--- src/rtl/edo_pkg.sv ---
// Shared types and constants for the EDO note-to-frequency converter.
// Holds field widths, polynomial coefficients, reset values and register indexes.
// Depends on nothing; every other file of the block but edo_chan_if.sv refers to it by scoped names.
`timescale 1ns / 1ps
`default_nettype none

package edo_pkg;

    // Field widths of the ports.
    localparam int NOTE_W     = 9;
    localparam int REF_NOTE_W = 7;
    localparam int STEPS_W    = 8;
    localparam int REF_FREQ_W = 32;
    localparam int CFG_DATA_W = 32;
    localparam int CFG_IDX_W  = 2;
    localparam int FREQ_OUT_W = 40;

    // Internal widths. The difference note - ref_note lies in [-383, 255].
    localparam int DIFF_W = 10;
    localparam int MAG_W  = 9;
    // The octave count lies in [-383, 255].
    localparam int OCT_W  = 10;

    // Mantissa polynomial, Q0.30 coefficients and a Q1.30 result.
    localparam int COEF_W    = 30;
    localparam int MANT_W    = 31;
    localparam int MANT_FRAC = 30;
    localparam logic [COEF_W-1:0] POLY_C1 = 30'd746442338;
    localparam logic [COEF_W-1:0] POLY_C2 = 30'd242853664;
    localparam logic [COEF_W-1:0] POLY_C3 = 30'd83776880;
    localparam logic [MANT_W-1:0] Q30_ONE = 31'd1073741824;

    // Scaling and final shift.
    localparam int PROD_W     = MANT_W + REF_FREQ_W;
    localparam int WIDE_W     = PROD_W + FREQ_OUT_W;
    localparam int SHIFT_W    = 6;
    localparam int LSHIFT_MAX = 40;
    localparam int RSHIFT_MAX = 63;
    localparam logic [FREQ_OUT_W-1:0] FREQ_MAX = {FREQ_OUT_W{1'b1}};

    // Register reset values.
    localparam logic [REF_FREQ_W-1:0] REF_FREQ_RST = 32'd28835840;
    localparam logic [REF_NOTE_W-1:0] REF_NOTE_RST = 7'd69;
    localparam logic [STEPS_W-1:0]    STEPS_RST    = 8'd12;

    // Configuration register indexes.
    typedef enum logic [CFG_IDX_W-1:0] {
        REG_REF_FREQ = 2'd0,
        REG_REF_NOTE = 2'd1,
        REG_STEPS    = 2'd2
    } cfg_reg_t;

    // Channel payloads.
    typedef logic signed [NOTE_W-1:0] note_t;

    typedef struct packed {
        logic [FREQ_OUT_W-1:0] frequency;
        logic                  overflow;
    } freq_t;

endpackage

`default_nettype wire

--- src/rtl/edo_scale.sv ---
// Scales the reference frequency by the mantissa and shifts by the octave count.
// Two stages: multiply, then shift with saturation into Q24.16. Uses edo_pkg.
`timescale 1ns / 1ps
`default_nettype none

module edo_scale (
    input  wire logic                                clk,
    input  wire logic                                rst_n,
    input  wire logic                                en,
    input  wire logic                                in_valid,
    input  wire logic signed [edo_pkg::OCT_W-1:0]    octave,
    input  wire logic [edo_pkg::MANT_W-1:0]          mant,
    input  wire logic [edo_pkg::REF_FREQ_W-1:0]      ref_freq,
    output logic                                     out_valid,
    output edo_pkg::freq_t                           result
);

    localparam int OCT_W   = edo_pkg::OCT_W;
    localparam int PROD_W  = edo_pkg::PROD_W;
    localparam int WIDE_W  = edo_pkg::WIDE_W;
    localparam int SHIFT_W = edo_pkg::SHIFT_W;
    localparam int OUT_W   = edo_pkg::FREQ_OUT_W;
    localparam int SH_W    = OCT_W + 1;

    logic                v1_reg, v2_reg;
    logic [PROD_W-1:0]   p_reg;
    logic                left_reg;
    logic [SHIFT_W-1:0]  amt_reg;
    edo_pkg::freq_t      res_reg;

    logic [PROD_W-1:0]      p_next;
    logic signed [SH_W-1:0] s_next;
    logic signed [SH_W-1:0] r_next;
    logic [SHIFT_W-1:0]     amt_next;
    logic [WIDE_W-1:0]      wide;
    logic [WIDE_W-1:0]      shifted;
    logic                   ovf_next;
    edo_pkg::freq_t         res_next;

    // Product and clamped shift amount: left by octave - 30, else right by 30 - octave.
    assign p_next = PROD_W'(mant) * PROD_W'(ref_freq);
    assign s_next = SH_W'(octave) - SH_W'(edo_pkg::MANT_FRAC);
    assign r_next = -s_next;

    always_comb
    begin
        if (!s_next[SH_W-1])
        begin
            amt_next = (s_next >= SH_W'(edo_pkg::LSHIFT_MAX))
                       ? SHIFT_W'(edo_pkg::LSHIFT_MAX) : SHIFT_W'(s_next);
        end
        else
        begin
            amt_next = (r_next >= SH_W'(edo_pkg::RSHIFT_MAX))
                       ? SHIFT_W'(edo_pkg::RSHIFT_MAX) : SHIFT_W'(r_next);
        end
    end

    // Shift and saturate; any bit above the output width means overflow.
    assign wide     = WIDE_W'(p_reg);
    assign shifted  = left_reg ? (wide << amt_reg) : (wide >> amt_reg);
    assign ovf_next = |shifted[WIDE_W-1:OUT_W];

    always_comb
    begin
        res_next.overflow  = ovf_next;
        res_next.frequency = ovf_next ? edo_pkg::FREQ_MAX : shifted[OUT_W-1:0];
    end

    always_ff @(posedge clk or negedge rst_n)
    begin
        if (!rst_n)
        begin
            v1_reg <= 1'b0;
            v2_reg <= 1'b0;
        end
        else if (en)
        begin
            v1_reg <= in_valid;
            v2_reg <= v1_reg;
        end
    end

    always_ff @(posedge clk)
    begin
        if (en)
        begin
            p_reg    <= p_next;
            left_reg <= !s_next[SH_W-1];
            amt_reg  <= amt_next;
            res_reg  <= res_next;
        end
    end

    assign out_valid = v2_reg;
    assign result    = res_reg;

endmodule

`default_nettype wire

--- config.mk ---
export PLATFORM = sky130hd
export DESIGN_NAME = edo_scale
export DESIGN_NICKNAME = d
export VERILOG_FILES = /design/src/rtl/edo_pkg.sv /design/src/rtl/edo_scale.sv
export SDC_FILE = /design/constraint.sdc
export NUM_CORES = 2
export LEC_CHECK = 0
export BUFFER_PORTS_ARGS = -buffer_cell sky130_fd_sc_hd__buf_2
export CELL_PAD_IN_SITES_DETAIL_PLACEMENT = 1
export CELL_PAD_IN_SITES_GLOBAL_PLACEMENT = 1
export CORE_MARGIN = 2
export CORE_UTILIZATION = 55
export DETAILED_ROUTE_END_ITERATION = 12
export PLACE_DENSITY_LB_ADDON = 0.1
export SLEW_MARGIN = 15
export SYNTH_ARGS = -nofsm -noshare
export SYNTH_HDL_FRONTEND = slang
export SYNTH_SLANG_ARGS = --single-unit
--- constraint.sdc ---
create_clock -name clk -period 6.7 [get_ports clk]
set_input_delay 1.34 -clock clk [delete_from_list [all_inputs] [get_ports clk]]
set_output_delay 1.34 -clock clk [all_outputs]
set_load 0.02 [all_outputs]
Word level (Yosys, flattened, before mapping):

Cells that the tools add are included.

* register bits after elaboration: 113
* logic and storage cells: 20

* $add $sub $neg: 2
* $mul: 1
* magnitude comparators: 2
* shift operators: 2
* muxes and demuxes: 4
* reductions and logical operators: 2

Operator list (count)
* two-way mux 103 bit: 1
* << shifter 63 x 6 -> 103 bit: 1
* >> shifter 63 x 6 -> 103 bit: 1
* multiplier 31 x 32 -> 63 bit: 1
* OR reduction 63 bit: 1
* greater-or-equal comparator 11 x 7 -> 1 bit, second input constant: 2
* two-way mux 6 bit: 3
* negation 11 bit: 1
* subtractor 10 x 6 -> 11 bit, second input constant: 1
* logical NOT 1 bit: 1

Depth between registers and ports, before layout:

* word-level depth: 5
* gate-level depth with buffers: 27
* depth with buffers taken out: 25

Worst setup path before layout:

Ideal clock, no wire load.

* path type: input-to-reg
* start point: input port ref_freq[10] in the netlist's numbering
* end point: register p_reg[61] (data pin)
* library setup time: 0.265 ns
* arrival: 7.901 ns
* data required time: 6.435 ns
* path slack: -1.466 ns
* stages: 25
* path buffers: 1
* path through: clkbuf_1 > and2_1 > fa_1 > inv_1 > fa_1 > inv_1 > fa_1 > inv_1 > fa_1 > inv_1 > fa_1 > fa_1 > fa_1 > inv_1 > fa_1 > inv_1 > ha_1 > inv_1 > nor3_1 > nand4_1 > o41a_1 > o21ai_0 > o221ai_1 > o21ai_0 > xor2_1

* longest elaborated chain between the ends: 1

RTL lines
* start: declaration: line edo_scale.sv:13 `input wire logic [edo_pkg::REF_FREQ_W-1:0] ref_freq,`
* multiplier 31 x 32 -> 63 bit: line edo_scale.sv:41 `assign p_next = PROD_W'(mant) * PROD_W'(ref_freq);`
* named net p_next[61]: line edo_scale.sv:31 `logic [PROD_W-1:0] p_next;`
* end signal: assignment: line edo_scale.sv:88 `p_reg <= p_next;`
* end: declaration: line edo_scale.sv:26 `logic [PROD_W-1:0] p_reg;`

The timed path passes the listed nets, and every way through them passes these cells.
A chain may end at the register's enable or synchronous reset.

Final worst setup path:

* start point: input port ref_freq[22] in the netlist's numbering
* end point: register p_reg[57] (data pin)

Same word-level chain as after synthesis.

==> impl_results.md <==
- Status: complete, but fails checks
- Failing checks: negative setup slack
- Rows: roughly 100
- Sequential area share after synthesis: 0.07689
- Leading area contributor after synthesis: fa_1
- Top achievable clock speed: about 98 MHz
- Global-route usage over all layers: 0.4541
- Fill cells: about 8,500
- Ys async rst share: 0.01770
- Wire length per cell: between 30 and 40 um
- Final std cells w/o fill: 6,234
- Vias in the first global route: about 46,000
- CP Launch Type: input pin
- Setup_tns: -114.28 ns
- Ratio of cells with drive above 1 in the final layout: 0.2375
- Syn-to-layout area delta: 19.49%
- Leading post-synthesis cells by cell area: fa_1 (39%), and2_1 (7.9%), edfxtp_1 (7.6%)
- FF-to-FF End: result[15]
- First-pass GRT wire length: ~280,000 um
- Antenna violations before repair: 28
- R2R Path Start: amt_reg[0]
- DRC violations left: 0
- Most used cell along the critical path: fa_1
- Clock Path Buffers: 2
- Max-slew violation total from the final report: 0
- Ys flop type: edfxtp_1
- Setup ws final: -3.455 ns
- Synth top area share: 0.3940
- Pre-CTS WS: -2.115 ns
- Maxcap violations: 0
- Crit end category: register
- Multi-input logic area: roughly 38,000 um2
- Final HPWL DP: 130,200 um
- CP Capture Point: p_reg[57]
- Cell Area, Synth: roughly 44,000 um2
- Die Width: about 290 um
- CP max stage cell: fa_1
- Final Hold Viols: 0
- CTS tree: yes
- Max FFs per register: between 60 and 70
- Die height: 286.9 um
- Measured slew at the worst slew-check pin: roughly 0.94 ns
- Initial Utilization: 0.5561
- Arrival @ worst endpoint: 10.36 ns
- Syn Inst Count: between 4,000 and 5,000
- Number of nets in the layout: about 6,400
- Ys Warns: 0
- Clock transition at path regs: roughly 0.070 ns
- Latest clock arrival within the worst-skew pair: between 0.4 and 0.5 ns
- Post-CTS Hold Fix Bufs: 0
- Total grt overflow: 0
- Worst Setup SP: ref_freq[22]
- Core ar.: just under 80,000 um2
- WP depth: 26
- GPL Wtd Cong: ~1.0
- Seq. cell area: ~3400 um2
- CP max FO: 11
- EDFF count, synth: around 110
- Synth cell types: 77
- Die area: between 80,000 and 90,000 um2
- Inst Count DP: slightly above 6,000
- Root Driver: clkbuf_16
- Largest net degree at the start of global routing: approximately 130
- Largest stage delay, worst path: between 0.9 and 1 ns
- IO Count: approximately 120
- Cts bufs inserted: 17
- Worst path top cell family by delay: adder cells
- Buf+Inv Stages, Crit Path: 9
- Setup Skew: around 0.013 ns
- Part of the cycle the worst path needs: 1.516
- DRT antenna net count: 0
- Rel. slew slack: 0.3723
- RSZ-0062 raised after global routing: true
- Register bit total from synthesis: about 110
- DR pass1 iterations: 7
- Post-Syn Area per Cell: around 9 um2
- Worst EP required: approximately 6.9 ns
- Via count: between 40,000 and 50,000
- FF-to-FF setup slack: around 1.5 ns
- Final setup viols: 50
- Minimum clock period: 10.16 ns
- Type of the tightest min-delay check: reg -> reg
- Initial drt markers: 5,953
- Synth Net Count: 5,992
- CTS HTree Levels: 4
- Fin util: 0.6645
- Path depth of the worst reg2reg path: 12
- Port Buf Inserts: 118
- Clock Sinks: between 100 and 150
- Routed vias/inst: between 7 and 8
- Wirelength, routed: approximately 220,000 um
- Crit Path Class: in -> reg
## worst reg2reg max path, stage by stage, from the launching register on
cell	delay, ns
edfxtp_1	0.38
buf_12	0.32
buf_4	0.57
mux4_2	0.63
mux2_2	0.36
nor4_1	0.48
mux2i_1	0.18
o32ai_1	0.33
nand4_1	0.22
o31a_1	0.37
nor3_4	0.51
buf_4	0.33
o211ai_1	0.22
## synthesized netlist by cell type, types with 9 or more instances
cell and number:
mux2_2 52, a21o_1 36, a31oi_1 23, xnor2_1 45, mux2i_1 114, buf_1 21
o211ai_1 33, a21oi_1 143, nand4_1 18, fa_1 866, nor4_1 11, and2_1 558
ha_1 260, clkbuf_1 279, nor2_1 174, inv_1 820, a211oi_1 37, and3_1 15
nand3_1 40, or3_1 10, o21ai_0 88, mux4_2 96, or2_2 9, o22ai_1 28
nor2b_1 23, nand2b_1 25, o2111ai_1 9, o21bai_1 9, xor2_1 20, buf_2 19
edfxtp_1 111, nor3_1 46, nand2_1 593
## routing by layer
layer	vias to the layer above	share of wire	GRT usage
met3	2004	0.12	0.08167
li1	15920	-	-
met5	-	0.0029	0
met2	4361	0.45	0.7773
met1	21470	0.31	0.5151
met4	36	0.12	0.3204
## per-stage QoR
stage	cell area (um2)	hold WS (ns)
after CTS	51480	0.5151
after global routing	52540	0.5286
after floorplan	45050	0.4749
final	52580	0.5103
after global placement	49090	0.4842
after detailed placement	49090	0.4993
## worst min path at each step
stage / start / end / slack [ns] / cells after the start
floorplan: v1_reg / v1_reg / 0.47 / 1
global placement: v1_reg / v1_reg / 0.48 / 1
detailed placement: v1_reg / v1_reg / 0.50 / 1
CTS: v1_reg / v1_reg / 0.52 / 1
global route: out_valid / out_valid / 0.53 / 1
finish: v1_reg / out_valid / 0.51 / 1
## what timing repair did
action / CTS / global route
hold endpoints to repair: 0 / 0
cloned: 3 / 6
pin swaps: 141 / 98
resized for setup: 328 / 179
setup buffers: 47 / 31
endpoints found under the setup margin: 51 / 51
## cells in the final DEF, fill, tap and decap left out, types with 52 or more instances in the layout
master	n
fa_1	785
inv_1	782
nand2_1	573
and2_1	500
buf_4	453
ha_1	225
nor2_1	167
mux2i_1	114
edfxtp_1	111
a21oi_1	110
mux4_2	96
fa_2	81
buf_6	75
buf_2	64
o21ai_0	62
and2_4	58
mux2_2	52
## final cells by class
class / instances / share of cell area
antenna: 21 / 0.0009995
clock buffer: 17 / 0.008091
clock inverter: 15 / 0.003998
inverter: 824 / 0.05897
multi-input combinational: 3522 / 0.7224
sequential: 113 / 0.06435
tap: 1050 / 0.02499
timing repair buffer: 672 / 0.1162
## kinds of logic (layout without fill, tap and decap cells)
logic type | Yosys count | count (layout) | share of synthesized area
fa+ha+maj | 1126 | 1126 | 0.4679
other cells | 0 | 21 | 0
buf+inv | 1154 | 1528 | 0.1003
compound gates | 524 | 524 | 0.07874
mux | 263 | 263 | 0.08863
flops | 113 | 113 | 0.07689
xor+xnor | 65 | 65 | 0.01294
simple gates | 1544 | 1544 | 0.1745
Power is left out: the tool's default activity adds up to more than one toggle a clock period on the data nets, which glitch-free logic cannot reach.
