$ cat src/rtl/edo_pkg.sv
// Shared types and constants for the EDO note-to-frequency converter.
// Holds field widths, polynomial coefficients, reset values and register indexes.
// Depends on nothing; every other file of the block but edo_chan_if.sv refers to it by scoped names.
`timescale 1ns / 1ps
`default_nettype none

package edo_pkg;

    // Field widths of the ports.
    localparam int NOTE_W     = 9;
    localparam int REF_NOTE_W = 7;
    localparam int STEPS_W    = 8;
    localparam int REF_FREQ_W = 32;
    localparam int CFG_DATA_W = 32;
    localparam int CFG_IDX_W  = 2;
    localparam int FREQ_OUT_W = 40;

    // Internal widths. The difference note - ref_note lies in [-383, 255].
    localparam int DIFF_W = 10;
    localparam int MAG_W  = 9;
    // The octave count lies in [-383, 255].
    localparam int OCT_W  = 10;

    // Mantissa polynomial, Q0.30 coefficients and a Q1.30 result.
    localparam int COEF_W    = 30;
    localparam int MANT_W    = 31;
    localparam int MANT_FRAC = 30;
    localparam logic [COEF_W-1:0] POLY_C1 = 30'd746442338;
    localparam logic [COEF_W-1:0] POLY_C2 = 30'd242853664;
    localparam logic [COEF_W-1:0] POLY_C3 = 30'd83776880;
    localparam logic [MANT_W-1:0] Q30_ONE = 31'd1073741824;

    // Scaling and final shift.
    localparam int PROD_W     = MANT_W + REF_FREQ_W;
    localparam int WIDE_W     = PROD_W + FREQ_OUT_W;
    localparam int SHIFT_W    = 6;
    localparam int LSHIFT_MAX = 40;
    localparam int RSHIFT_MAX = 63;
    localparam logic [FREQ_OUT_W-1:0] FREQ_MAX = {FREQ_OUT_W{1'b1}};

    // Register reset values.
    localparam logic [REF_FREQ_W-1:0] REF_FREQ_RST = 32'd28835840;
    localparam logic [REF_NOTE_W-1:0] REF_NOTE_RST = 7'd69;
    localparam logic [STEPS_W-1:0]    STEPS_RST    = 8'd12;

    // Configuration register indexes.
    typedef enum logic [CFG_IDX_W-1:0] {
        REG_REF_FREQ = 2'd0,
        REG_REF_NOTE = 2'd1,
        REG_STEPS    = 2'd2
    } cfg_reg_t;

    // Channel payloads.
    typedef logic signed [NOTE_W-1:0] note_t;

    typedef struct packed {
        logic [FREQ_OUT_W-1:0] frequency;
        logic                  overflow;
    } freq_t;

endpackage

`default_nettype wire

$ cat src/rtl/edo_exp2.sv
// Three-stage cubic approximation of 2^f for a FRAC_BITS fraction, one multiply per stage.
// Produces a Q1.30 mantissa and carries the octave count along. Uses edo_pkg.
`timescale 1ns / 1ps
`default_nettype none

module edo_exp2 #(
    parameter int FRAC_BITS = 16
) (
    input  wire logic                                clk,
    input  wire logic                                rst_n,
    input  wire logic                                en,
    input  wire logic                                in_valid,
    input  wire logic signed [edo_pkg::OCT_W-1:0]    in_octave,
    input  wire logic [FRAC_BITS-1:0]                frac,
    output logic                                     out_valid,
    output logic signed [edo_pkg::OCT_W-1:0]         out_octave,
    output logic [edo_pkg::MANT_W-1:0]               mant
);

    localparam int COEF_W = edo_pkg::COEF_W;
    localparam int MANT_W = edo_pkg::MANT_W;
    localparam int OCT_W  = edo_pkg::OCT_W;
    localparam int PW     = COEF_W + FRAC_BITS;

    logic                    v1_reg, v2_reg, v3_reg;
    logic signed [OCT_W-1:0] oct1_reg, oct2_reg, oct3_reg;
    logic [FRAC_BITS-1:0]    f1_reg, f2_reg;
    logic [COEF_W-1:0]       a2_reg, a1_reg;
    logic [MANT_W-1:0]       m_reg;

    logic [PW-1:0]     prod1, prod2, prod3;
    logic [COEF_W-1:0] a2_next, a1_next;
    logic [MANT_W-1:0] m_next;

    // Horner steps: C3*f + C2, then a*f + C1, then a*f + 1.
    assign prod1   = PW'(edo_pkg::POLY_C3) * PW'(frac);
    assign a2_next = edo_pkg::POLY_C2 + COEF_W'(prod1 >> FRAC_BITS);
    assign prod2   = PW'(a2_reg) * PW'(f1_reg);
    assign a1_next = edo_pkg::POLY_C1 + COEF_W'(prod2 >> FRAC_BITS);
    assign prod3   = PW'(a1_reg) * PW'(f2_reg);
    assign m_next  = edo_pkg::Q30_ONE + MANT_W'(prod3 >> FRAC_BITS);

    // Valid bits.
    always_ff @(posedge clk or negedge rst_n)
    begin
        if (!rst_n)
        begin
            v1_reg <= 1'b0;
            v2_reg <= 1'b0;
            v3_reg <= 1'b0;
        end
        else if (en)
        begin
            v1_reg <= in_valid;
            v2_reg <= v1_reg;
            v3_reg <= v2_reg;
        end
    end

    // Data stages.
    always_ff @(posedge clk)
    begin
        if (en)
        begin
            a2_reg   <= a2_next;
            f1_reg   <= frac;
            oct1_reg <= in_octave;
            a1_reg   <= a1_next;
            f2_reg   <= f1_reg;
            oct2_reg <= oct1_reg;
            m_reg    <= m_next;
            oct3_reg <= oct2_reg;
        end
    end

    assign out_valid  = v3_reg;
    assign out_octave = oct3_reg;
    assign mant       = m_reg;

endmodule

`default_nettype wire

$ cat config.mk
export PLATFORM = sky130hd
export DESIGN_NAME = edo_exp2
export DESIGN_NICKNAME = d
export VERILOG_FILES = /design/src/rtl/edo_pkg.sv /design/src/rtl/edo_exp2.sv
export SDC_FILE = /design/constraint.sdc
export NUM_CORES = 2
export LEC_CHECK = 0
export BUFFER_PORTS_ARGS = -buffer_cell sky130_fd_sc_hd__buf_2
export CAP_MARGIN = 15
export CORE_ASPECT_RATIO = 0.7
export CORE_MARGIN = 2
export CORE_UTILIZATION = 51
export CTS_CLUSTER_DIAMETER = 50
export CTS_CLUSTER_SIZE = 40
export DETAILED_ROUTE_END_ITERATION = 6
export PLACE_DENSITY = 0.7
export SKIP_LAST_GASP = 1
export SLEW_MARGIN = 30
export SYNTH_ARGS = -nofsm -noshare
export SYNTH_HDL_FRONTEND = slang
export SYNTH_SLANG_ARGS = --single-unit
export TNS_END_PERCENT = 20
$ cat constraint.sdc
create_clock -name clk -period 8.6 [get_ports clk]
set_clock_uncertainty 0.2 [all_clocks]
set_input_delay 0.86 -clock clk [delete_from_list [all_inputs] [get_ports clk]]
set_output_delay 0.86 -clock clk [all_outputs]
set_load 0.01 [all_outputs]
## After elaboration in Yosys (flattened, before gate mapping)

Index checks and enable logic that the tools add are counted.

| word-level totals | value |
|---|---|
| bits in registers | 156 |
| latch bits | 0 |
| memory bits (writable) | 0 |
| bits in read-only memories | 0 |
| input port bits | 30 |
| output and inout port bits | 42 |
| logic and storage cells | 17 |
| memories kept | 0 |

| cells by class | value |
|---|---|
| add/subtract/negate cells | 3 |
| multipliers | 3 |
| div/mod/pow operators | 0 |
| order comparisons | 0 |
| eq/ne operators | 0 |
| shifts and indexed selects | 0 |
| multiplexer cells | 0 |
| bitwise logic cells | 0 |
| reduce and logical (&&, ||, !) cells | 0 |

Operator list:

| cell | count |
|---|---|
| $mul A30 B16 Y46 | 2 |
| $mul A23 B16 Y39 const A | 1 |
| $add A31 B30 Y31 const A | 1 |
| $add A30 B30 Y30 const A | 1 |
| $add A28 B27 Y29 const A | 1 |

## Depth between registers and ports, before layout

| depth | value |
|---|---|
| depth in word-level cells | 2 |
| mapped depth | 29 |
| gate-level depth less buffers | 27 |

## Worst setup path before layout

OpenSTA, ideal clock, no wires.

| timing path | value |
|---|---|
| path kind | register to register |
| start | register f1_reg[1] |
| end | register a1_reg[22], data pin |
| library setup time | 264 ps |
| data arrival time | 7136 ps |
| required time | 8136 ps |
| slack | 1000 ps |
| stages on the path, launching flop included | 29 |
| buffers on the path | 3 |
| clock period less this slack | 7600 ps |
| cell sequence | edfxtp_1 clkbuf_1 clkbuf_1 nand2_1 fa_1 inv_1 fa_1 inv_1 fa_1 inv_1 fa_1 fa_1 inv_1 fa_1 inv_1 ha_1 and2_0 buf_2 and3_1 and2_1 a22o_1 or4_1 o211ai_2 o221ai_1 a211oi_2 o211ai_1 a211o_1 a22oi_1 xnor2_1 |

| between the ends | value |
|---|---|
| longest elaborated chain between the ends | 2 |

Ends and longest elaborated chain:

| item | RTL line | text |
|---|---|---|
| start, declared | edo_exp2.sv:27 | `logic [FRAC_BITS-1:0] f1_reg, f2_reg;` |
| start signal, assigned | edo_exp2.sv:66 | `f1_reg <= frac;` |
| $mul A30 B16 Y46 | edo_exp2.sv:38 | `assign prod2 = PW'(a2_reg) * PW'(f1_reg);` |
| $add A30 B30 Y30 | edo_exp2.sv:39 | `assign a1_next = edo_pkg::POLY_C1 + COEF_W'(prod2 >> FRAC_BITS);` |
| net a1_next[22] | edo_exp2.sv:32 | `logic [COEF_W-1:0] a2_next, a1_next;` |
| end signal, assigned | edo_exp2.sv:68 | `a1_reg <= a1_next;` |
| end, declared | edo_exp2.sv:28 | `logic [COEF_W-1:0] a2_reg, a1_reg;` |

The timed path passes the listed nets, and every way through them passes these cells.
A chain may end at the register's enable or synchronous reset.

## Worst setup path in the final report

| timing path | value |
|---|---|
| start | register f1_reg[4] |
| end | register a1_reg[22], data pin |

The elaborated chain is that of the path after synthesis.

==> summary by stage <==
Floorplan
The core region area is 80200 µm². The width of the die is 344 µm. The starting density of the core is 51.3%.

The die area is 83100 µm². 72 I/O pins were placed. The height of the chip is 242 µm. The number of placement rows is 87.

Final layout
From synthesis to final layout, the design area changed by 5.86%. In the layout the commonest cells are 987 x sky130_fd_sc_hd__inv_1, 903 x sky130_fd_sc_hd__fa_1, 741 x sky130_fd_sc_hd__nand2_1. The post-route netlist has 5.37% of its cells at a drive strength greater than 1. At the end of the flow, the number of nets in the layout was 5694.

For this run, the number of standard cells in the final layout without fillers is 5463. The number of inserted filler cells in the final layout is 7201. The repair_antennas step left the layout with diodes totalling 0. The final design area excluding fillers is 43600 µm². The library cell used most frequently in the layout, excluding fill and tap cells, is sky130_fd_sc_hd__inv_1.

Clock tree
Clock tree synthesis found a total of 154 sinks. The clock buffer count from CTS is 17. The clock latency on the worst-skew pair is 0.50 ns.

The root buffer selected by CTS is sky130_fd_sc_hd__clkbuf_16. The maximum root-to-sink buffer count is 2. Clock-pin slew was measured on the worst setup and hold paths at 0.07 ns. The maximum level of the CTS H-tree is 4. TritonCTS built the clock tree.

Critical path
The number of cells on the worst reg-to-reg path is 23. The arrival time reported for the critical path endpoint is 8.33 ns. Along the worst path, the maximum fanout reaches 12. The worst register-to-register path ends at a1_reg[22]. Across all register-to-register paths, the minimum setup slack is 0.31 ns.

In this run the critical register-to-register path is launched from f1_reg[4]. The type of the worst setup path is reg2reg. STA classifies the critical path endpoint as a flip-flop. Data on the critical path is required at its endpoint by 8.64 ns. The critical path launch point type is a flip-flop.

Placement
Routability-driven placement finished with a final weighted congestion of 0.941. The half-perimeter wire length after detailed placement is 82900 µm. In this run the tool buffered the top-level ports with 70 buffer cells. The minimum setup slack after placement is 0.169 ns. The cell count after placement is 5423. Summing all placed instances gives a cell area of 42900 µm².

Timing
The transition at the pin with the smallest max-transition slack is 0.870 ns. In the post-route analysis, the smallest setup slack over all paths is 0.313 ns. The final number of max-transition violations is 0. Setup repair after global routing could not meet its margin everywhere. Setup violations remaining at the end of the flow were counted as 0. The final total negative setup slack is 0 ns. The minimum clock period after layout is 8.29 ns.

The relative slew slack is 42.0%. Of the available clock period, the critical path in the final layout requires 96.4%. The count of endpoints failing hold in the final timing report is 0. The maximum operating frequency is 121 MHz.

Drt
The count of nets left with antenna violations once routing finished came out at 0. The number of vias per cell after detailed routing is 5.36. The number of DRC violations after detailed-routing iteration 0 is 2371. The remaining routing DRC violations is 0. The first-pass iteration count of the detailed router is 5.

The routed length per instance is 18.3 µm. Summed over all layers, the routed wires come to 99800 µm. Detailed routing inserted a total of 29300 vias.

Yosys
After synthesis, the mean cell area works out to 9.44 µm². The cell area after synthesis is 41200 µm². The number of distinct library cells after synthesis is 80.

During synthesis, Yosys emitted a total of 0 warnings. The fraction of registers with async set/reset is 1.95%. The predominant post-synthesis flop cell is sky130_fd_sc_hd__edfxtp_1. The net count after synthesis is 5676.

Synthesis inferred 154 register bits. Yosys mapped a number of flops with a built-in enable equal to 151. Of the synthesized area, sequential elements account for 11.2%.

The synthesized netlist cell count is 4365.

Min path
The worst hold path depth is 0. The startpoint identified for the worst hold timing path is oct2_reg[5]. The path category of the worst min-delay check is reg2reg. The worst hold path terminates at out_octave[5].

Global route
The largest net degree at the start of global routing is 64. After global routing the overflow that remains totals 0. For this run, the total global-route usage over all layers was measured as 25.6%.

The number of antenna violations at the first check in global routing is 1. The first global-routing pass estimated 167000 µm of wire. The number of global-route vias before repair is 30900.

Job
The max-capacitance violation count is 0.

Run status
The run finished with clean final reports.
==> cells in the mapped netlist (4+ instances only) <==
cell type                   count  area share (%)
sky130_fd_sc_hd__o31ai_1       10            0.18
sky130_fd_sc_hd__nor2_1        88            0.80
sky130_fd_sc_hd__nand3_1       30            0.36
sky130_fd_sc_hd__mux2i_1        6            0.15
sky130_fd_sc_hd__a211oi_1      11            0.20
sky130_fd_sc_hd__edfxtp_1     151              11
sky130_fd_sc_hd__xor2_1        51             1.1
sky130_fd_sc_hd__a31oi_1       13            0.20
sky130_fd_sc_hd__fa_1         903              44
sky130_fd_sc_hd__a21oi_1      102             1.2
sky130_fd_sc_hd__and4_1         6            0.13
sky130_fd_sc_hd__nor3_1        34            0.41
sky130_fd_sc_hd__a22oi_1        6            0.11
sky130_fd_sc_hd__mux2_2         4            0.11
sky130_fd_sc_hd__inv_1        987             9.0
sky130_fd_sc_hd__o21bai_1      10            0.18
sky130_fd_sc_hd__a2111oi_0      4           0.085
sky130_fd_sc_hd__o211ai_1      17            0.31
sky130_fd_sc_hd__ha_1         378              11
sky130_fd_sc_hd__o21a_1        22            0.40
sky130_fd_sc_hd__nand2b_1      15            0.23
sky130_fd_sc_hd__and2_1       297             4.5
sky130_fd_sc_hd__or3_1          9            0.14
sky130_fd_sc_hd__a211o_1       11            0.23
sky130_fd_sc_hd__o21ai_0       60            0.73
sky130_fd_sc_hd__and3_1        19            0.29
sky130_fd_sc_hd__nand2_1      741             6.8
sky130_fd_sc_hd__clkbuf_1     169             1.5
sky130_fd_sc_hd__nand4_1       24            0.36
sky130_fd_sc_hd__xnor2_1       44            0.94
sky130_fd_sc_hd__nor2b_1       12            0.18
sky130_fd_sc_hd__or2_2         10            0.15
sky130_fd_sc_hd__a21o_1        37            0.67
==> cells by family after synthesis <==
family / share of synthesized area, %
multiplexers: 0.255
XOR/XNOR: 2.02
AO/OA/AOI/OAI: 5.79
AND/OR/NAND/NOR: 14.7
flip-flops: 11.2
adder cells (fa/ha/maj): 55.4
other: 0.00911
buffers and inverters: 10.6
==> cell type report <==
type | instances | area (µm²) | area share (%)
Tap cell | 1068 | 1340 | 3.06
Sequential cell | 154 | 4610 | 10.6
Clock inverter | 14 | 135 | 0.310
Inverter | 987 | 3700 | 8.50
Multi-Input combinational cell | 3048 | 32200 | 73.9
Clock buffer | 17 | 425 | 0.976
Timing Repair Buffer | 175 | 1180 | 2.71
==> critical path: stages, from the launching register on <==
cell	delay, ns
sky130_fd_sc_hd__edfxtp_1	0.69
sky130_fd_sc_hd__buf_6	0.30
sky130_fd_sc_hd__and2_1	0.18
sky130_fd_sc_hd__fa_1	0.46
sky130_fd_sc_hd__fa_1	0.43
sky130_fd_sc_hd__fa_1	0.54
sky130_fd_sc_hd__inv_1	0.05
sky130_fd_sc_hd__fa_1	0.55
sky130_fd_sc_hd__fa_1	0.45
sky130_fd_sc_hd__fa_1	0.50
sky130_fd_sc_hd__inv_1	0.04
sky130_fd_sc_hd__ha_1	0.38
sky130_fd_sc_hd__a21o_1	0.23
sky130_fd_sc_hd__a31oi_1	0.35
sky130_fd_sc_hd__o221ai_1	0.32
sky130_fd_sc_hd__a22o_1	0.28
sky130_fd_sc_hd__or4_1	0.52
sky130_fd_sc_hd__o211ai_2	0.12
sky130_fd_sc_hd__o221ai_1	0.22
sky130_fd_sc_hd__a211oi_2	0.34
sky130_fd_sc_hd__o211ai_1	0.25
sky130_fd_sc_hd__a211o_1	0.36
sky130_fd_sc_hd__a22oi_1	0.18
sky130_fd_sc_hd__xnor2_1	0.08
==> timing repair <==
action / in CTS / in global routing
resized for setup: 0 / 1
setup endpoints to repair: 0 / 6
setup buffers: 0 / 8
hold endpoints to repair: 3 / 0
hold buffers: 1 / 0
==> worst max-delay path by stage <==
stage	slack, ns	depth (start not counted)	start	to
2_1_floorplan	1.00	28	f1_reg[1]	a1_reg[22]
3_3_place_gp	0.22	25	f1_reg[4]	a1_reg[29]
3_5_place_dp	0.17	25	f1_reg[1]	a1_reg[29]
4_1_cts	0.13	25	f1_reg[1]	a1_reg[29]
5_1_grt	-0.01	25	f1_reg[5]	a1_reg[22]
6_report	0.31	23	f1_reg[4]	a1_reg[22]
==> per-layer routing <==
layer  vias to the layer above  track usage [%]  part of all wire [%]
li1                      13300                -                     -
met4                         0             4.16                   1.4
met5                         -                0                     0
met2                      1164             36.7                    42
met1                     14800             40.4                    48
met3                        92             5.39                   9.4
==> stage by stage <==
stage                     hold slack (ns)  util, %
after detailed placement            0.205     53.5
after global routing                0.226     54.3
after global placement              0.200     53.5
after CTS                           0.222     54.2
final                               0.220     54.3
after floorplan                     0.200        -
Power is left out: the tool's default activity adds up to more than one toggle a clock period on the data nets, which glitch-free logic cannot reach.
