$ cat src/rtl/edo_pkg.sv
// Shared types and constants for the EDO note-to-frequency converter.
// Holds field widths, polynomial coefficients, reset values and register indexes.
// Depends on nothing; every other file of the block but edo_chan_if.sv refers to it by scoped names.
`timescale 1ns / 1ps
`default_nettype none

package edo_pkg;

    // Field widths of the ports.
    localparam int NOTE_W     = 9;
    localparam int REF_NOTE_W = 7;
    localparam int STEPS_W    = 8;
    localparam int REF_FREQ_W = 32;
    localparam int CFG_DATA_W = 32;
    localparam int CFG_IDX_W  = 2;
    localparam int FREQ_OUT_W = 40;

    // Internal widths. The difference note - ref_note lies in [-383, 255].
    localparam int DIFF_W = 10;
    localparam int MAG_W  = 9;
    // The octave count lies in [-383, 255].
    localparam int OCT_W  = 10;

    // Mantissa polynomial, Q0.30 coefficients and a Q1.30 result.
    localparam int COEF_W    = 30;
    localparam int MANT_W    = 31;
    localparam int MANT_FRAC = 30;
    localparam logic [COEF_W-1:0] POLY_C1 = 30'd746442338;
    localparam logic [COEF_W-1:0] POLY_C2 = 30'd242853664;
    localparam logic [COEF_W-1:0] POLY_C3 = 30'd83776880;
    localparam logic [MANT_W-1:0] Q30_ONE = 31'd1073741824;

    // Scaling and final shift.
    localparam int PROD_W     = MANT_W + REF_FREQ_W;
    localparam int WIDE_W     = PROD_W + FREQ_OUT_W;
    localparam int SHIFT_W    = 6;
    localparam int LSHIFT_MAX = 40;
    localparam int RSHIFT_MAX = 63;
    localparam logic [FREQ_OUT_W-1:0] FREQ_MAX = {FREQ_OUT_W{1'b1}};

    // Register reset values.
    localparam logic [REF_FREQ_W-1:0] REF_FREQ_RST = 32'd28835840;
    localparam logic [REF_NOTE_W-1:0] REF_NOTE_RST = 7'd69;
    localparam logic [STEPS_W-1:0]    STEPS_RST    = 8'd12;

    // Configuration register indexes.
    typedef enum logic [CFG_IDX_W-1:0] {
        REG_REF_FREQ = 2'd0,
        REG_REF_NOTE = 2'd1,
        REG_STEPS    = 2'd2
    } cfg_reg_t;

    // Channel payloads.
    typedef logic signed [NOTE_W-1:0] note_t;

    typedef struct packed {
        logic [FREQ_OUT_W-1:0] frequency;
        logic                  overflow;
    } freq_t;

endpackage

`default_nettype wire

$ cat src/rtl/edo_div.sv
// Pipelined floor division of note - ref_note by the step count, one quotient bit per stage.
// Produces the octave count and a FRAC_BITS fraction of the remainder. Uses edo_pkg.
`timescale 1ns / 1ps
`default_nettype none

module edo_div #(
    parameter int FRAC_BITS = 16
) (
    input  wire logic                                    clk,
    input  wire logic                                    rst_n,
    input  wire logic                                    en,
    input  wire logic                                    in_valid,
    input  wire edo_pkg::note_t                          note,
    input  wire logic [edo_pkg::REF_NOTE_W-1:0]          ref_note,
    input  wire logic [edo_pkg::STEPS_W-1:0]             divisor,
    output logic                                         out_valid,
    output logic signed [edo_pkg::OCT_W-1:0]             octave,
    output logic [FRAC_BITS-1:0]                         frac
);

    localparam int MAG_W   = edo_pkg::MAG_W;
    localparam int STEPS_W = edo_pkg::STEPS_W;
    localparam int OCT_W   = edo_pkg::OCT_W;
    localparam int DIFF_W  = edo_pkg::DIFF_W;

    // Integer quotient stages; stage 0 holds the magnitude of the difference.
    logic               iv_reg   [MAG_W+1];
    logic               ineg_reg [MAG_W+1];
    logic [MAG_W-1:0]   imag_reg [MAG_W+1];
    logic [STEPS_W-1:0] irem_reg [MAG_W+1];
    logic [MAG_W-1:0]   iquo_reg [MAG_W+1];

    // Fraction stages; stage 0 holds the floor-corrected octave and remainder.
    logic                    fv_reg   [FRAC_BITS+1];
    logic signed [OCT_W-1:0] foct_reg [FRAC_BITS+1];
    logic [STEPS_W-1:0]      frem_reg [FRAC_BITS+1];
    logic [FRAC_BITS-1:0]    fq_reg   [FRAC_BITS+1];

    logic signed [DIFF_W-1:0] diff_next;
    logic [MAG_W-1:0]         mag_next;

    // Signed difference and its magnitude.
    assign diff_next = DIFF_W'(note) - DIFF_W'(signed'({1'b0, ref_note}));
    assign mag_next  = MAG_W'(diff_next[DIFF_W-1] ? -diff_next : diff_next);

    always_ff @(posedge clk or negedge rst_n)
    begin
        if (!rst_n)
        begin
            iv_reg[0] <= 1'b0;
        end
        else if (en)
        begin
            iv_reg[0] <= in_valid;
        end
    end

    always_ff @(posedge clk)
    begin
        if (en)
        begin
            ineg_reg[0] <= diff_next[DIFF_W-1];
            imag_reg[0] <= mag_next;
            irem_reg[0] <= '0;
            iquo_reg[0] <= '0;
        end
    end

    // One restoring step per stage on the magnitude, most significant bit first.
    for (genvar k = 1; k <= MAG_W; k++)
    begin : g_int
        logic [STEPS_W:0]   trial;
        logic               ge;
        logic [STEPS_W-1:0] rem_next;

        assign trial    = {irem_reg[k-1], imag_reg[k-1][MAG_W-k]};
        assign ge       = (trial >= {1'b0, divisor});
        assign rem_next = ge ? STEPS_W'(trial - {1'b0, divisor}) : STEPS_W'(trial);

        always_ff @(posedge clk or negedge rst_n)
        begin
            if (!rst_n)
            begin
                iv_reg[k] <= 1'b0;
            end
            else if (en)
            begin
                iv_reg[k] <= iv_reg[k-1];
            end
        end

        always_ff @(posedge clk)
        begin
            if (en)
            begin
                ineg_reg[k] <= ineg_reg[k-1];
                imag_reg[k] <= imag_reg[k-1];
                irem_reg[k] <= rem_next;
                iquo_reg[k] <= {iquo_reg[k-1][MAG_W-2:0], ge};
            end
        end
    end

    // Floor correction: a negative difference with a nonzero remainder drops one more octave.
    logic                    rem_nz;
    logic signed [OCT_W-1:0] quo_ext;
    logic signed [OCT_W-1:0] oct_next;
    logic [STEPS_W-1:0]      fix_rem_next;

    assign rem_nz       = |irem_reg[MAG_W];
    assign quo_ext      = signed'(OCT_W'(iquo_reg[MAG_W]));
    assign oct_next     = ineg_reg[MAG_W] ? (-quo_ext - signed'(OCT_W'(rem_nz))) : quo_ext;
    assign fix_rem_next = (ineg_reg[MAG_W] && rem_nz) ? (divisor - irem_reg[MAG_W])
                                                      : irem_reg[MAG_W];

    always_ff @(posedge clk or negedge rst_n)
    begin
        if (!rst_n)
        begin
            fv_reg[0] <= 1'b0;
        end
        else if (en)
        begin
            fv_reg[0] <= iv_reg[MAG_W];
        end
    end

    always_ff @(posedge clk)
    begin
        if (en)
        begin
            foct_reg[0] <= oct_next;
            frem_reg[0] <= fix_rem_next;
            fq_reg[0]   <= '0;
        end
    end

    // Fraction bits of remainder / divisor, one bit per stage.
    for (genvar k = 1; k <= FRAC_BITS; k++)
    begin : g_frac
        logic [STEPS_W:0]   trial;
        logic               ge;
        logic [STEPS_W-1:0] rem_next;

        assign trial    = {frem_reg[k-1], 1'b0};
        assign ge       = (trial >= {1'b0, divisor});
        assign rem_next = ge ? STEPS_W'(trial - {1'b0, divisor}) : STEPS_W'(trial);

        always_ff @(posedge clk or negedge rst_n)
        begin
            if (!rst_n)
            begin
                fv_reg[k] <= 1'b0;
            end
            else if (en)
            begin
                fv_reg[k] <= fv_reg[k-1];
            end
        end

        always_ff @(posedge clk)
        begin
            if (en)
            begin
                foct_reg[k] <= foct_reg[k-1];
                frem_reg[k] <= rem_next;
                fq_reg[k]   <= {fq_reg[k-1][FRAC_BITS-2:0], ge};
            end
        end
    end

    assign out_valid = fv_reg[FRAC_BITS];
    assign octave    = foct_reg[FRAC_BITS];
    assign frac      = fq_reg[FRAC_BITS];

endmodule

`default_nettype wire

$ cat config.mk
export PLATFORM = sky130hd
export DESIGN_NAME = edo_div
export DESIGN_NICKNAME = d
export VERILOG_FILES = /design/src/rtl/edo_pkg.sv /design/src/rtl/edo_div.sv
export SDC_FILE = /design/constraint.sdc
export NUM_CORES = 1
export LEC_CHECK = 0
export ABC_AREA = 1
export BUFFER_PORTS_ARGS = -buffer_cell sky130_fd_sc_hd__buf_2
export CORE_MARGIN = 2
export CORE_UTILIZATION = 39
export DETAILED_ROUTE_END_ITERATION = 10
export SYNTH_ARGS = -nofsm -noshare
export SYNTH_HDL_FRONTEND = slang
export SYNTH_SLANG_ARGS = --single-unit
export TNS_END_PERCENT = 10
$ cat constraint.sdc
create_clock -name clk -period 3.5 [get_ports clk]
set_clock_uncertainty 0.2 [all_clocks]
set_input_delay 0.175 -clock clk [delete_from_list [all_inputs] [get_ports clk]]
set_output_delay 0.175 -clock clk [all_outputs]
set_load 0.1 [all_outputs]
* Yosys cells after proc, flatten, opt, wreduce, memory -nomap -nowiden
Memories as Yosys holds them, arrays and structs flattened.
Index checks and enable logic that the tools add are counted.
** Operators by class
- Add/subtract/negate cells :: 30
- Magnitude comparators :: 25
- Multiplexer cells :: 30
- Reduce and logical (&&, ||, !) cells :: 2
** Operators with widths (number)
- 9-bit by 8-bit greater-or-equal comparator with 1-bit output :: 25
- 8-bit 2-to-1 mux :: 26
- 8-bit subtractor :: 26
- 10-bit 2-to-1 mux :: 1
- 9-bit negator with 10-bit output :: 1
- 10-bit by 2-bit subtractor with 10-bit output :: 1
- 9-bit by 8-bit subtractor with 10-bit output :: 1
- 9-bit 2-to-1 mux :: 1
- 9-bit negator :: 1
- 8-bit OR reduction :: 1
- 1-bit 2-to-1 mux :: 2
- 1-bit logical AND :: 1
** Word-level totals
- Register bits :: 27
- RAM bits :: 848
- Word-level logic and storage cells :: 121
- Memories :: 7
** Memory list
- fq_reg :: words 17, width 16, rd ports 17, clocked after memory_dff 0, write ports 17, RTL line edo_div.sv:37 : logic [FRAC_BITS-1:0] fq_reg [FRAC_BITS+1];
- foct_reg :: words 17, width 10, rd ports 17, clocked after memory_dff 0, write ports 17, RTL line edo_div.sv:35 : logic signed [OCT_W-1:0] foct_reg [FRAC_BITS+1];
- frem_reg :: words 17, width 8, rd ports 16, clocked after memory_dff 0, write ports 17, RTL line edo_div.sv:36 : logic [STEPS_W-1:0] frem_reg [FRAC_BITS+1];
- imag_reg :: words 10, width 9, rd ports 9, clocked after memory_dff 0, write ports 10, RTL line edo_div.sv:29 : logic [MAG_W-1:0] imag_reg [MAG_W+1];
- iquo_reg :: words 10, width 9, rd ports 10, clocked after memory_dff 0, write ports 10, RTL line edo_div.sv:31 : logic [MAG_W-1:0] iquo_reg [MAG_W+1];
- irem_reg :: words 10, width 8, rd ports 10, clocked after memory_dff 0, write ports 10, RTL line edo_div.sv:30 : logic [STEPS_W-1:0] irem_reg [MAG_W+1];
- +1 memories

* Longest topological paths before layout
Gate-level depths: netlist of run 1.
An unclocked memory read counts as a cell.
- Depth after elaboration :: 4
- Mapped depth :: 16
- Mapped depth without buffers :: 16

* Worst setup path before layout of run 1
OpenSTA, ideal clock, no wires.
- Path kind :: register -> register
- Start :: memory irem_reg[9][1]
- End :: memory foct_reg[0][7] (data pin)
- Setup time :: 0.266 ns
- Data arrival time :: 2.134 ns
- Required time :: 3.034 ns
- Slack :: 0.900 ns
- Cell stages (with the launch flop) :: 17
- Buffers on the path :: 0
- Cells stage by stage :: edfxtp_1 inv_1 nand4_1 nor4_1 ha_1 ha_1 inv_1 ha_1 inv_1 nand3_1 nand2_1 nand2_1 nand2_1 a21oi_1 or2_2 nand3_1 o21ai_0
** RTL lines (RTL line)
- from (decl) :: edo_div.sv:30
- to (decl) :: edo_div.sv:35

==> results.py, run 1 <==
metrics = {
    "finish": {
        "final_util_pct": 44.6,
        "largest_reg_flops": 170,
        "layout.cells.non_filler": 3796,
        "fin_nets": 2976,
        "drive_above_1_share_pct": 11.0,
        "area_growth_pct": 13.1,
        "fill_cells": 7036,
        "antenna_cells": 0,
    },
    "clocking": {
        "cts_tree": "done",
        "cts_sinks": 633,
        "htreeDepth": 3,
        "insertion_delay_ns": 0.64,
        "clockRootBuffer": "clkbuf_16",
        "numCtsBuffers": 72,
        "cts_buffer_depth": 3,
        "path_clk_slew_ns": 0.05,
    },
    "floorplanning": {
        "start_util_pct": 39.5,
        "core_um2": 77600,
        "rows": 102,
        "die_w_um": 284,
        "die_h_um": 284,
        "dieArea_um2": 80800,
        "io_pins": 55,
    },
    "drt": {
        "route.detailed.drc": 0,
        "first_iter_violations": 1153,
        "vias_per_cell": 4.87,
        "routed-via-count": 18500,
        "drtAntennaViolNets": 0,
        "drt-pass1-iter-count": 5,
        "wire_per_inst_um": 14.7,
        "routed_wl_um": 55700,
    },
    "placement": {
        "pre_cts_slack_ns": 0.570,
        "post-dp-hpwl_um": 36100,
        "io_buffers": 54,
        "placed_cells": 3653,
        "gp_congestion": 0.866,
    },
    "critical_path": {
        "r2r_slack_ns": 0.54,
        "max_stage_delay_ns": 0.55,
        "crit_arrival_ns": 3.45,
        "r2r-start": "irem_reg[9][1]",
        "rr_endpoint": "foct_reg[0][7]",
        "crit_chain": "dlygate4sd3_1, buf_2, ha_1, inv_2, fa_1, inv_2, ha_1, inv_1, nor2_2, nand3_2, nor2_4, nand3_1, nand3_1, dlygate4sd3_1, nand2_1, dlygate4sd3_1",
        "worstSetupStartpoint": "ref_note[0]",
        "cp-end-kind": "flop",
        "worstSetupPathDepth": 16,
        "path_max_fanout": 4,
        "critPathKind": "input pin to flop",
        "worstPathBufferInverterCount": 7,
        "crit_required_ns": 3.65,
        "critPathLaunchType": "input pin",
        "cp-endpoint": "imag_reg[0][8]",
        "r2r_cells": 16,
        "cp_top_family": "buffers and inverters",
        "worst_path_max_delay_cell": "dlygate4sd3_1",
        "crit_top_cell": "dlygate4sd3_1",
    },
    "yosys": {
        "synth_flop_cell": "edfxtp_1",
        "yosys_register_bits": 633,
        "yosys.area.top_type": "edfxtp_1",
        "syn_area_um2": 30600,
        "yosysSeqAreaShare_pct": 61.6,
        "synth_edf_count": 606,
        "synthArstFlopShare_pct": 4.27,
        "synthDistinctLibCells": 48,
        "syn_nets": 2854,
        "yosys_warnings": 0,
        "synthesis.instances": 2582,
        "avgSynthCellArea_um2": 11.9,
        "synth_area_leaders": "edfxtp_1 (59%), ha_1 (8.9%), nand2_1 (7.7%), inv_1 (2.8%), a21oi_1 (2.3%)",
        "synth.top_cell.area_share_pct": 59.4,
    },
    "sta": {
        "worst_pin_slew_ns": 0.614,
        "fin_crit_sh_pct": 94.3,
        "setup-tns-final_ns": 0,
        "rsz0062_at_grt": "false",
        "period_needed_ns": 3.30,
        "final-max-slew-violation-count": 0,
        "slew-limit-headroom_pct": 59.0,
        "fmax_mhz": 303,
        "setup_viol": 0,
        "setup_slack_ns": 0.200,
        "finalHoldViolCount": 0,
    },
    "global_route": {
        "grt_antenna_before_repair": 0,
        "grt-ovfl-total": 0,
        "grt_pass1_wl_um": 91800,
        "grt_max_degree": 99,
        "grt_pass1_vias": 18500,
        "track_usage_pct": 13.9,
    },
    "hold_path": {
        "hold_class": "input pin to flop",
        "hold_path.startpoint": "note[1]",
    },
    "run_status": {
        "outcome": "finished, final reports clean",
    },
    "power_and_ir_drop": {
        "peakVddDrop_mv": 0.351,
        "p_leak_nw": 14.2,
        "cellPowerDensity_nw_per_um2": 770,
    },
    "job": {
        "cap_violations": 0,
    },
}
==> stage by stage <==
| stage | power [W] | hold WS, ns | area [um2] |
|---|---|---|---|
| final | 0.0267 | 0.0184 | 34600 |
| after floorplan | 0.0177 | -0.321 | 30600 |
| after CTS | 0.0269 | 0.00221 | 34600 |
| after detailed placement | 0.0196 | 0.00807 | 32200 |
| after global placement | 0.0193 | -0.00746 | 32200 |
| after global routing | 0.0286 | 0.0425 | 34600 |
==> power breakdown <==
group	internal, W	leakage, nW	switching, W	total (W)
sequential	0.0105	6.27	0.000740	0.0112
combinational	0.00313	6.83	0.00519	0.00832
clock	0.00406	1.09	0.00308	0.00714
==> kinds of logic (layout without fill, tap and decap cells) <==
family                   after synthesis  in the layout  synth area share (%)
adder cells (fa/ha/maj)              244            244                  10.6
AND/OR/NAND/NOR                      950            950                  13.4
AO/OA/AOI/OAI                        347            347                  6.82
flip-flops                           633            633                  61.6
buffers and inverters                293            467                  4.22
XOR/XNOR                             114            114                  3.26
multiplexers                           1              1                0.0368
==> cell usage after synthesis, drive strengths merged, types with 3 or more instances <==
cell / n
a21oi: 153
a311oi: 7
buf: 41
clkbuf: 8
dfrtp: 27
edfxtp: 606
fa: 25
ha: 219
inv: 242
nand2: 649
nand3: 109
nand3b: 16
nand4: 40
nor2: 86
nor3: 14
o211ai: 8
o21a: 3
o21ai: 146
o21bai: 11
o221ai: 8
o31ai: 3
or2: 33
xnor2: 47
xor2: 67
==> worst min path at each step <==
stage	end	slack [ns]	cells past startpoint
CTS	imag_reg[0][1]	0.002	4
finish	imag_reg[0][1]	0.02	4
detailed placement	iv_reg[9]	0.008	1
global route	imag_reg[0][1]	0.04	4
global placement	iv_reg[9]	-0.007	1
floorplan	fv_reg[10]	-0.32	0
==> routing by layer <==
| layer | vias up | part of all wire [%] | GRT usage [%] |
|---|---|---|---|
| met5 | - | 0 | 0 |
| met4 | 0 | 3.3 | 5.80 |
| met3 | 112 | 5.0 | 2.69 |
| met2 | 375 | 47 | 23.0 |
| met1 | 8745 | 45 | 17.9 |
| li1 | 9270 | - | - |
==> cell type report <==
class / instances / area [um2] / share of cell area [%]
clock buffers: 89 / 1900 / 5.48
clock inverters: 37 / 389 / 1.12
inverters: 244 / 916 / 2.65
multi-input cells: 1656 / 10500 / 30.2
flip-flops and latches: 633 / 18900 / 54.5
well taps: 1040 / 1300 / 3.76
repair buffers: 97 / 791 / 2.28
==> layout by cell type, fill, tap and decap left out, drive strengths merged <==
master       count
nand2          649
edfxtp         606
inv            244
ha             219
a21oi          153
o21ai          146
nand3          109
clkbuf          89
nor2            86
buf             82
xor2            67
xnor2           47
nand4           40
or2             33
clkinv          30
dfrtp           27
fa              25
nand3b          16
dlygate4sd3     15
nor3            14
o21bai          11
o221ai           8
o211ai           8
a311oi           7
clkinvlp         5
o21a             3
o31ai            3
nor4             2
o22ai            2
a21o             2
bufinv           2
a21boi           2
a211oi           1
nor3b            1
a31oi            1
mux2             1
==> tightest hold or removal path: stages <==
cell and delay [ns]:
buf_2 0.10, fa_1 0.21, inv_2 0.06, o21ai_0 0.19
==> repair_timing <==
action | in CTS | in global routing
buffers inserted | 0 | 1
setup endpoints to repair | 0 | 1
gates resized for setup | 0 | 3
hold endpoints to repair | 93 | 1
hold buffers | 16 | 2
Power figures use the tool's default switching activity.
==> inputs of run 2 (changes only) <==
- CORE_MARGIN: 2 -> default
==> run 2 against run 1 <==
Utilization grew 0.20 points. Sequential share of layout area decreased by 0.24 points. Hold slack better by 0.012 ns.
==> results.py, run 2 (synthesized netlist as in run 1, its figures left out) <==
metrics = {
    "floorplanning": {
        "io_pins": 55,
        "die_h_um": 282,
        "rows": 102,
        "die_w_um": 282,
        "core_um2": 77600,
        "dieArea_um2": 79600,
        "start_util_pct": 39.5,
    },
    "sta": {
        "finalHoldViolCount": 0,
        "period_needed_ns": 3.40,
        "setup-tns-final_ns": 0,
        "fin_crit_sh_pct": 97.0,
        "setup_viol": 0,
        "fmax_mhz": 295,
        "setup_slack_ns": 0.104,
        "final-max-slew-violation-count": 0,
        "slew-limit-headroom_pct": 57.8,
        "worst_pin_slew_ns": 0.633,
        "rsz0062_at_grt": "false",
    },
    "critical_path": {
        "r2r-start": "irem_reg[9][1]",
        "worst_path_max_delay_cell": "dlygate4sd3_1",
        "worstSetupPathDepth": 16,
        "crit_top_cell": "dlygate4sd3_1",
        "cp_top_family": "buffers and inverters",
        "critPathKind": "input pin to flop",
        "worstPathBufferInverterCount": 7,
        "max_stage_delay_ns": 0.57,
        "crit_required_ns": 3.65,
        "critPathLaunchType": "input pin",
        "cp-endpoint": "imag_reg[0][8]",
        "r2r_cells": 16,
        "crit_arrival_ns": 3.55,
        "crit_chain": "dlygate4sd3_1, buf_2, ha_1, inv_2, fa_1, inv_2, ha_1, inv_1, nor2_2, nand3_2, nor2_4, nand3_1, dlygate4sd3_1, nand3_1, dlygate4sd3_1, nand2_1",
        "r2r_slack_ns": 0.47,
        "path_max_fanout": 4,
        "rr_endpoint": "foct_reg[0][7]",
        "cp-end-kind": "flop",
        "worstSetupStartpoint": "ref_note[0]",
    },
    "global_route": {
        "grt_antenna_before_repair": 0,
        "grt_pass1_vias": 18300,
        "grt-ovfl-total": 0,
        "track_usage_pct": 14.1,
        "grt_max_degree": 120,
        "grt_pass1_wl_um": 90300,
    },
    "drt": {
        "vias_per_cell": 4.84,
        "drtAntennaViolNets": 0,
        "first_iter_violations": 971,
        "routed-via-count": 18400,
        "route.detailed.drc": 0,
        "wire_per_inst_um": 14.5,
        "drt-pass1-iter-count": 5,
        "routed_wl_um": 55300,
    },
    "finish": {
        "layout_common_cells": "nand2_1 (625), edfxtp_1 (606), inv_1 (224)",
        "largest_reg_flops": 170,
        "antenna_cells": 0,
        "final_common_cell": "nand2_1",
        "drive_above_1_share_pct": 11.4,
        "seq_area_um2": 18900,
        "area_growth_pct": 13.6,
        "final_util_pct": 44.8,
        "finalInstanceArea_um2": 34800,
        "fin_nets": 2981,
        "multiInputGateArea_um2": 10500,
        "fill_cells": 7087,
    },
    "power_and_ir_drop": {
        "cell_internal_pwr_w": 0.0179,
        "clkPwrFrac_pct": 27.5,
        "switching_share_pct": 33.4,
        "cellPowerDensity_nw_per_um2": 772,
        "peakVddDrop_mv": 0.370,
        "p_leak_nw": 14.3,
        "combPwrFrac_pct": 30.7,
        "seqPwrFrac_pct": 41.8,
        "p_sw_w": 0.00896,
    },
    "run_status": {
        "outcome": "finished, final reports clean",
    },
    "clocking": {
        "cts_buffer_depth": 3,
        "cts_sinks": 633,
        "htreeDepth": 3,
        "cts_tree": "done",
        "clockRootBuffer": "clkbuf_16",
        "insertion_delay_ns": 0.62,
        "path_clk_slew_ns": 0.05,
        "numCtsBuffers": 71,
    },
    "placement": {
        "gp_congestion": 0.871,
        "post-dp-hpwl_um": 35800,
        "pre_cts_slack_ns": 0.536,
        "place_area_um2": 32200,
        "io_buffers": 54,
    },
    "job": {
        "cap_violations": 0,
    },
    "hold_path": {
        "hold_class": "input pin to flop",
        "hold_path.startpoint": "ref_note[1]",
    },
}
[run 2: changes by cell type in the layout (fill, tap and decap cells not counted), sizes merged]
cell / previous run / this run
clkbuf: 89 / 87
clkinv: 30 / 29
buf: 82 / 86
inv: 244 / 245
bufinv: 2 / 6
dlygate4sd3: 15 / 17
[run 2: cell type report]
type | count | share of cell area (%)
Inverter | 244 | 2.63
Timing Repair Buffer | 103 | 2.53
Sequential cell | 633 | 54.3
Clock buffer | 87 | 5.34
Tap cell | 1040 | 3.74
Multi-Input combinational cell | 1656 | 30.1
Clock inverter | 41 | 1.41
[run 2: worst min-delay path by stage]
| stage | to | slack [ns] | cells after the start |
|---|---|---|---|
| finish | imag_reg[0][1] | 0.03 | 5 |
| global route | imag_reg[0][1] | 0.06 | 5 |
| CTS | imag_reg[0][1] | 0.006 | 5 |
| detailed placement | iv_reg[9] | 0.006 | 1 |
| global placement | iv_reg[9] | -0.001 | 1 |
| floorplan | fv_reg[10] | -0.32 | 0 |
[run 2: worst reg2reg max path: cells and delay by family (launching register included)]
family | cells | cell delay [ns]
AO/OA/AOI/OAI | 2 | 0.15
flip-flops | 1 | 0.43
buffers and inverters | 3 | 0.24
AND/OR/NAND/NOR | 8 | 1.16
adder cells (fa/ha/maj) | 3 | 0.58
[run 2: metrics by stage]
stage | cells | total power [W] | hold slack [ns]
finish | 3804 | 0.0269 | 0.0309
floorplan | 2582 | 0.0177 | -0.321
CTS | 3802 | 0.0272 | 0.00635
global route | 3804 | 0.0288 | 0.0620
detailed placement | 3656 | 0.0196 | 0.00624
global placement | 3656 | 0.0193 | -0.00144
[run 2: layer usage]
metal	GRT usage (%)	vias to the layer above	routed length [um]
li1	-	9282	-
met1	17.9	8728	24700
met2	24.1	311	26600
met3	2.59	97	2550
met4	5.05	0	1380
met5	0	-	0
[run 2: timing repair]
action | 4_1_cts | 5_1_grt
hold endpoints to repair | 86 | 0
endpoints found under the setup margin | 0 | 1
setup buffers | 0 | 2
hold buffers | 18 | 0
resized for setup | 0 | 4
[run 2: power groups by stage]
stage | logic, W | clock network [W] | registers (W)
after floorplan | 0.00664 | 0 | 0.0110
after global placement | 0.00790 | 0 | 0.0114
after detailed placement | 0.00821 | 0 | 0.0114
after CTS | 0.00827 | 0.00768 | 0.0112
after global routing | 0.00948 | 0.00794 | 0.0114
final | 0.00824 | 0.00739 | 0.0112
